$ cat src/hw/rtl/cdax_pkg.sv
// Shared types and constants for the complex dot / axpy streaming block.
`default_nettype none

package cdax_pkg;

    // Default component width and fixed field widths
    localparam int COMPONENT_WIDTH_DEF = 32;
    localparam int FRAC_BITS           = 16;
    localparam int FIELD_W             = 32;
    localparam int ACC_W               = 64;
    localparam int CFG_INDEX_W         = 3;
    localparam int CFG_DATA_W          = 32;

    // Configuration register indexes
    typedef enum logic [CFG_INDEX_W-1:0] {
        REG_ALPHA_REAL  = 3'd0,
        REG_ALPHA_IMAG  = 3'd1,
        REG_CONJ_X_AXPY = 3'd2,
        REG_CONJ_X_DOT  = 3'd3,
        REG_CONJ_Y_DOT  = 3'd4
    } cfg_reg_t;

    // Conjugation controls
    typedef struct packed {
        logic conj_x_axpy;
        logic conj_x_dot;
        logic conj_y_dot;
    } cfg_flags_t;

    // Input beat: one element of x, y and z
    typedef struct packed {
        logic signed [FIELD_W-1:0] x_re;
        logic signed [FIELD_W-1:0] x_im;
        logic signed [FIELD_W-1:0] y_re;
        logic signed [FIELD_W-1:0] y_im;
        logic signed [FIELD_W-1:0] z_re;
        logic signed [FIELD_W-1:0] z_im;
        logic                      last_in;
    } in_beat_t;

    // Result beat: updated z and, on the last element, the dot product
    typedef struct packed {
        logic signed [FIELD_W-1:0] z_new_re;
        logic signed [FIELD_W-1:0] z_new_im;
        logic signed [ACC_W-1:0]   rho_re;
        logic signed [ACC_W-1:0]   rho_im;
        logic                      rho_valid;
    } out_beat_t;

endpackage

`default_nettype wire

$ cat src/hw/rtl/cdax_combine.sv
// Combine stage: truncated z update with saturation, dot accumulation, result register.
`default_nettype none

module cdax_combine #(
    parameter int COMPONENT_WIDTH = cdax_pkg::COMPONENT_WIDTH_DEF
) (
    input  logic                                clk,
    input  logic                                rst_n,
    input  logic                                en,
    input  cdax_pkg::cfg_flags_t                flags,
    input  logic signed [2*COMPONENT_WIDTH-1:0] p_ar_xr,
    input  logic signed [2*COMPONENT_WIDTH-1:0] p_ai_xi,
    input  logic signed [2*COMPONENT_WIDTH-1:0] p_ai_xr,
    input  logic signed [2*COMPONENT_WIDTH-1:0] p_ar_xi,
    input  logic signed [2*COMPONENT_WIDTH-1:0] p_xr_yr,
    input  logic signed [2*COMPONENT_WIDTH-1:0] p_xi_yi,
    input  logic signed [2*COMPONENT_WIDTH-1:0] p_xr_yi,
    input  logic signed [2*COMPONENT_WIDTH-1:0] p_xi_yr,
    input  logic signed [COMPONENT_WIDTH-1:0]   z_re,
    input  logic signed [COMPONENT_WIDTH-1:0]   z_im,
    input  logic                                last,
    output cdax_pkg::out_beat_t                 result_reg
);
    import cdax_pkg::*;

    localparam int W  = COMPONENT_WIDTH;
    localparam int TW = 2 * W - FRAC_BITS;   // truncated product width
    localparam int SW = TW + 2;              // z plus two products
    localparam logic signed [SW-1:0] SAT_HI = SW'((64'sd1 <<< (W - 1)) - 64'sd1);
    localparam logic signed [SW-1:0] SAT_LO = -SAT_HI - SW'(1);

    logic signed [TW-1:0]    t_rr;
    logic signed [TW-1:0]    t_ii;
    logic signed [TW-1:0]    t_ir;
    logic signed [TW-1:0]    t_ri;
    logic signed [SW-1:0]    nr;
    logic signed [SW-1:0]    ni;
    logic signed [W-1:0]     sat_re;
    logic signed [W-1:0]     sat_im;
    logic signed [ACC_W-1:0] e_rr;
    logic signed [ACC_W-1:0] e_ii;
    logic signed [ACC_W-1:0] e_ri;
    logic signed [ACC_W-1:0] e_ir;
    logic signed [ACC_W-1:0] sum_re;
    logic signed [ACC_W-1:0] sum_im;
    logic signed [ACC_W-1:0] acc_re_reg;
    logic signed [ACC_W-1:0] acc_im_reg;
    logic signed [ACC_W-1:0] acc_re_next;
    logic signed [ACC_W-1:0] acc_im_next;
    out_beat_t               result_next;

    // Drop fraction bits: floor toward minus infinity
    assign t_rr = p_ar_xr[2*W-1:FRAC_BITS];
    assign t_ii = p_ai_xi[2*W-1:FRAC_BITS];
    assign t_ir = p_ai_xr[2*W-1:FRAC_BITS];
    assign t_ri = p_ar_xi[2*W-1:FRAC_BITS];

    // z + alpha * x, x conjugated on request
    always_comb
    begin
        if (flags.conj_x_axpy)
        begin
            nr = SW'(z_re) + SW'(t_rr) + SW'(t_ii);
            ni = SW'(z_im) + SW'(t_ir) - SW'(t_ri);
        end
        else
        begin
            nr = SW'(z_re) + SW'(t_rr) - SW'(t_ii);
            ni = SW'(z_im) + SW'(t_ir) + SW'(t_ri);
        end
    end

    // Saturate to the component range
    always_comb
    begin
        if (nr > SAT_HI)
            sat_re = W'(SAT_HI);
        else if (nr < SAT_LO)
            sat_re = W'(SAT_LO);
        else
            sat_re = W'(nr);

        if (ni > SAT_HI)
            sat_im = W'(SAT_HI);
        else if (ni < SAT_LO)
            sat_im = W'(SAT_LO);
        else
            sat_im = W'(ni);
    end

    // Dot term, added modulo 2^64
    assign e_rr = ACC_W'(p_xr_yr);
    assign e_ii = ACC_W'(p_xi_yi);
    assign e_ri = ACC_W'(p_xr_yi);
    assign e_ir = ACC_W'(p_xi_yr);

    always_comb
    begin
        if (flags.conj_x_dot ^ flags.conj_y_dot)
            sum_re = acc_re_reg + e_rr + e_ii;
        else
            sum_re = acc_re_reg + e_rr - e_ii;

        sum_im = acc_im_reg + (flags.conj_y_dot ? -e_ri : e_ri)
                            + (flags.conj_x_dot ? -e_ir : e_ir);
    end

    // Next result and accumulator; last element flushes the sum
    always_comb
    begin
        result_next          = result_reg;
        acc_re_next          = acc_re_reg;
        acc_im_next          = acc_im_reg;
        if (en)
        begin
            result_next.z_new_re = FIELD_W'(sat_re);
            result_next.z_new_im = FIELD_W'(sat_im);
            if (last)
            begin
                result_next.rho_re    = sum_re;
                result_next.rho_im    = sum_im;
                result_next.rho_valid = 1'b1;
                acc_re_next           = '0;
                acc_im_next           = '0;
            end
            else
            begin
                result_next.rho_re    = '0;
                result_next.rho_im    = '0;
                result_next.rho_valid = 1'b0;
                acc_re_next           = sum_re;
                acc_im_next           = sum_im;
            end
        end
    end

    // Accumulators
    always_ff @(posedge clk or negedge rst_n)
    begin
        if (!rst_n)
        begin
            acc_re_reg <= '0;
            acc_im_reg <= '0;
        end
        else
        begin
            acc_re_reg <= acc_re_next;
            acc_im_reg <= acc_im_next;
        end
    end

    // Result register
    always_ff @(posedge clk)
    begin
        result_reg <= result_next;
    end

endmodule

`default_nettype wire

$ cat config.mk
export PLATFORM = sky130hd
export DESIGN_NAME = cdax_combine
export DESIGN_NICKNAME = d
export VERILOG_FILES = /design/src/hw/rtl/cdax_pkg.sv /design/src/hw/rtl/cdax_combine.sv
export SDC_FILE = /design/constraint.sdc
export NUM_CORES = 2
export LEC_CHECK = 0
export ABC_AREA = 1
export BUFFER_PORTS_ARGS = -buffer_cell sky130_fd_sc_hd__buf_2
export CAP_MARGIN = 15
export CORE_MARGIN = 2
export CORE_UTILIZATION = 39
export CTS_CLUSTER_SIZE = 8
export DETAILED_ROUTE_END_ITERATION = 6
export GPL_ROUTABILITY_DRIVEN = 0
export GPL_TIMING_DRIVEN = 0
export HOLD_SLACK_MARGIN = 0.08
export PLACE_DENSITY = 0.61
export SLEW_MARGIN = 15
export SYNTH_ARGS = -nofsm -noshare
export SYNTH_HDL_FRONTEND = slang
export SYNTH_SLANG_ARGS = --single-unit
$ cat constraint.sdc
create_clock -name clk -period 10.7 [get_ports clk]
set_input_delay 2.14 -clock clk [delete_from_list [all_inputs] [get_ports clk]]
set_output_delay 2.14 -clock clk [all_outputs]
set_load 0.03 [all_outputs]
==> run_results.csv <==
group,metric,value,unit
worst_setup_path,startpoint_type,"input pin",
timing,fmax,0.1315,GHz
cells_and_area,drive_above_1_share,0.1120,
timing,relSlewSlack,0.3033,
detailed_routing,wl_per_cell,19.92,microns
logic_synthesis,ys_async_sr_fraction,0.3988,
timing,layout_setup_ws,3098,ps
detailed_routing,first_pass_iters,6,
global_route,grt_pass1_wl,295700,microns
clocking,cts_root_buf,"clkbuf_16",
detailed_routing,drtIter0Drc,5183,
logic_synthesis,ys.flop_type,"edfxtp_1",
pwr,power_density,266.8,mW/mm^2
worst_setup_path,required,11040,ps
timing,period_share,0.7105,
cells_and_area,largest_register_ffs,193,
flow_run,drv_cap,0,
logic_synthesis,synth_edf_count,193,
worst_setup_path,arrival,7940,ps
global_route,grt_pass1_vias,50620,
placement,numPortBuffers,709,
detailed_routing,vias_per_cell,5.338,
clocking,cts.sink_count,321,
detailed_routing,ant_nets,0,
logic_synthesis,avgSynthCellArea,6.299,sq um
worst_setup_path,cp_common_cell,"nor2_1",
hold_path,hp-start,"acc_re_reg[30]$_DFFE_PN0P_",
hold_path,min_to,"acc_re_reg[30]$_DFFE_PN0P_",
outcome,outcome,"finished clean",
logic_synthesis,synth_top_area_share,0.1503,
hold_path,whs_path_depth,2,
floorplanning,rows,128,
logic_synthesis,synth_fp_nets,8583,
floorplanning,io-pin-count,776,
global_route,grt_start_max_net_pins,97,
pwr,leakagePower,27.16,nW
timing,skew,24.16,ps
logic_synthesis,yosys.area.top_type,"nand2_1",
cells_and_area,final_cell_mix,"nand2_1 (1903), inv_1 (1115), nor2_1 (1024), buf_2 (712), a21oi_1 (524)",
timing,finalSetupViolCount,0,
global_route,grt_usage,0.3058,
worst_setup_path,cp-end-kind,"flip-flop",
floorplanning,die_y,353.0,microns
cells_and_area,stdcell_area,0.05480,sq mm
timing,min_period,7602,ps
logic_synthesis,ys_ff_latch,321,
clocking,cts.clk_slew.worst_paths,50,ps
worst_setup_path,r2r_start,"acc_re_reg[0]$_DFFE_PN0P_",
clocking,post-cts-setup-buffers,0,
clocking,clk_latency,620,ps
placement,place_ws,2671,ps
detailed_routing,vias,53310,
timing,hold_viol,0,
timing,rsz0062_at_grt,"no",
timing,final.setup.tns,0,ps
worst_setup_path,reg2reg_depth,27,
floorplanning,initial_core_util,0.3914,
clocking,cts_buffers,49,
cells_and_area,nets,9347,
cells_and_area,layout_commonest_cell,"nand2_1",
logic_synthesis,synth_cells,7543,
pwr,peakVddDrop,0.1381,mV
clocking,cts_max_path_buffers,3,
worst_setup_path,cp_slowest_cell,"nor4_1",
floorplanning,dieArea,0.1246,sq mm
logic_synthesis,synthTopCellsByArea,"nand2_1 (15%), edfxtp_1 (12%), ha_1 (10%)",
global_route,antenna_found_initial,56,
timing,slew_violations,0,
floorplanning,fp.coreArea,0.1214,sq mm
worst_setup_path,r2r_setup_slack,5000,ps
placement,post_dp_cell_area,0.05323,sq mm
detailed_routing,drc_errors,0,
hold_path,hp-class,"flip-flop to flip-flop",
logic_synthesis,syn_area,0.04751,sq mm
timing,tightestPinTransition,1045,ps
placement,dp_hpwl,173500,microns
clocking,hold_buffers,0,
floorplanning,die_width,353.0,microns
clocking,cts_tree,"yes",
cells_and_area,area_growth,15.33,%
worst_setup_path,rr_endpoint,"result_reg[108]$_SDFFCE_PN0P_",
worst_setup_path,path_max_fanout,6,
worst_setup_path,max_stage_delay,580,ps
cells_and_area,fillers,13210,
detailed_routing,wirelength,199000,microns
logic_synthesis,synth.yosys.seq_area_share,0.1894,
global_route,overflow,0,
worst_setup_path,critical_path_class,"input pin to flip-flop",
clocking,htree_levels,2,
logic_synthesis,yosys_warnings,0,
clocking,ctsResizeCount,0,
logic_synthesis,ys_types,64,
-- through the flow --
| step | utilization | power [mW] | std cells | hold WS, ps |
|---|---|---|---|---|
| 2_1_floorplan | - | 9.416 | 7543 | 453.1 |
| 4_1_cts | 0.4510 | 14.49 | 9970 | 489.8 |
| 3_5_place_dp | 0.4385 | 12.83 | 9881 | 475.0 |
| 3_3_place_gp | 0.4374 | 12.79 | 9877 | 471.1 |
| 6_report | 0.4514 | 14.62 | 9987 | 485.8 |
| 5_1_grt | 0.4512 | 15.72 | 9977 | 518.6 |
-- cells by family after synthesis --
logic type / Yosys count / share of synthesized area
DFF: 321 / 0.1894
AOI/OAI and AO/OA: 1289 / 0.1511
adders and majority gates: 457 / 0.1314
and+or+nand+nor: 3680 / 0.3228
xor gates and xnor gates: 584 / 0.1077
buffers and inverters: 1212 / 0.09762
-- critical path: cells and delay by family --
kind / cells / cell delay (ps)
fa+ha+maj: 3 / 1030
buf+inv: 4 / 340
compound gates: 3 / 1120
xor+xnor: 2 / 560
simple gates: 13 / 2740
-- final cells by class --
cell class | count | area [sq um] | share of cell area
clock inverter | 7 | 91.34 | 0.001667
clock buffer | 82 | 1434 | 0.02617
antenna | 17 | 42.54 | 0.0007763
buffer | 85 | 411.6 | 0.007512
multi-input combinational | 6010 | 33880 | 0.6182
inverter | 1127 | 4230 | 0.07720
timing repair buffer | 713 | 3679 | 0.06713
tap | 1625 | 2033 | 0.03710
sequential | 321 | 8999 | 0.1642
-- worst max-delay path by stage --
stage	startpoint	endpoint	slack, ps
after floorplan	p_ai_xr[16]	result_reg[130]$_SDFFCE_PN1P_	4670
after global placement	en	acc_im_reg[4]$_DFFE_PN0P_	1700
after detailed placement	p_xi_yr[0]	result_reg[62]$_SDFFCE_PN0P_	2670
after CTS	p_xi_yr[0]	result_reg[62]$_SDFFCE_PN0P_	3310
after global routing	p_xi_yr[0]	result_reg[62]$_SDFFCE_PN0P_	2760
final	p_xi_yr[0]	result_reg[62]$_SDFFCE_PN0P_	3100
-- routing by layer --
layer | vias up | wire length [microns] | track usage
met2 | 2413 | 89280 | 0.5002
met3 | 428 | 20630 | 0.08026
met1 | 24250 | 80250 | 0.3847
met5 | - | 448 | 0
met4 | 68 | 8360 | 0.1159
li1 | 26150 | - | -
-- synthesized netlist by cell type (5+ instances only) --
library cell  instances
nand3_1             289
fa_1                 70
buf_2                 5
nand2_2              56
a31oi_1              80
nand3b_1             20
nor2_2               24
nand4_1             107
clkbuf_1             64
o2111ai_1             5
o31ai_1              16
o21bai_1             38
and2_1               11
xor2_1              362
o21a_1               28
a21boi_0             13
a211oi_1              5
nand3_2               8
inv_1              1115
o21ai_0             445
dfrtp_1             128
edfxtp_1            193
a221oi_1              9
ha_1                387
nor3_1              125
o211ai_1             20
a22o_1                5
a21oi_1             524
nor2_1             1025
o221ai_1              5
buf_1                 7
nor3_2               11
or2_2                14
inv_2                11
nor4_1               67
a21o_1               56
xnor2_1             222
o21ai_1              17
and3_1                6
nand2_1            1903
-- power by group --
| group | internal, mW | switching [mW] |
|---|---|---|
| clock | 0.952 | 0.621 |
| combinational | 3.29 | 7.50 |
| sequential | 2.02 | 0.240 |
| total | 6.26 | 8.36 |
Note: power is estimated with default switching activity, not from simulation.
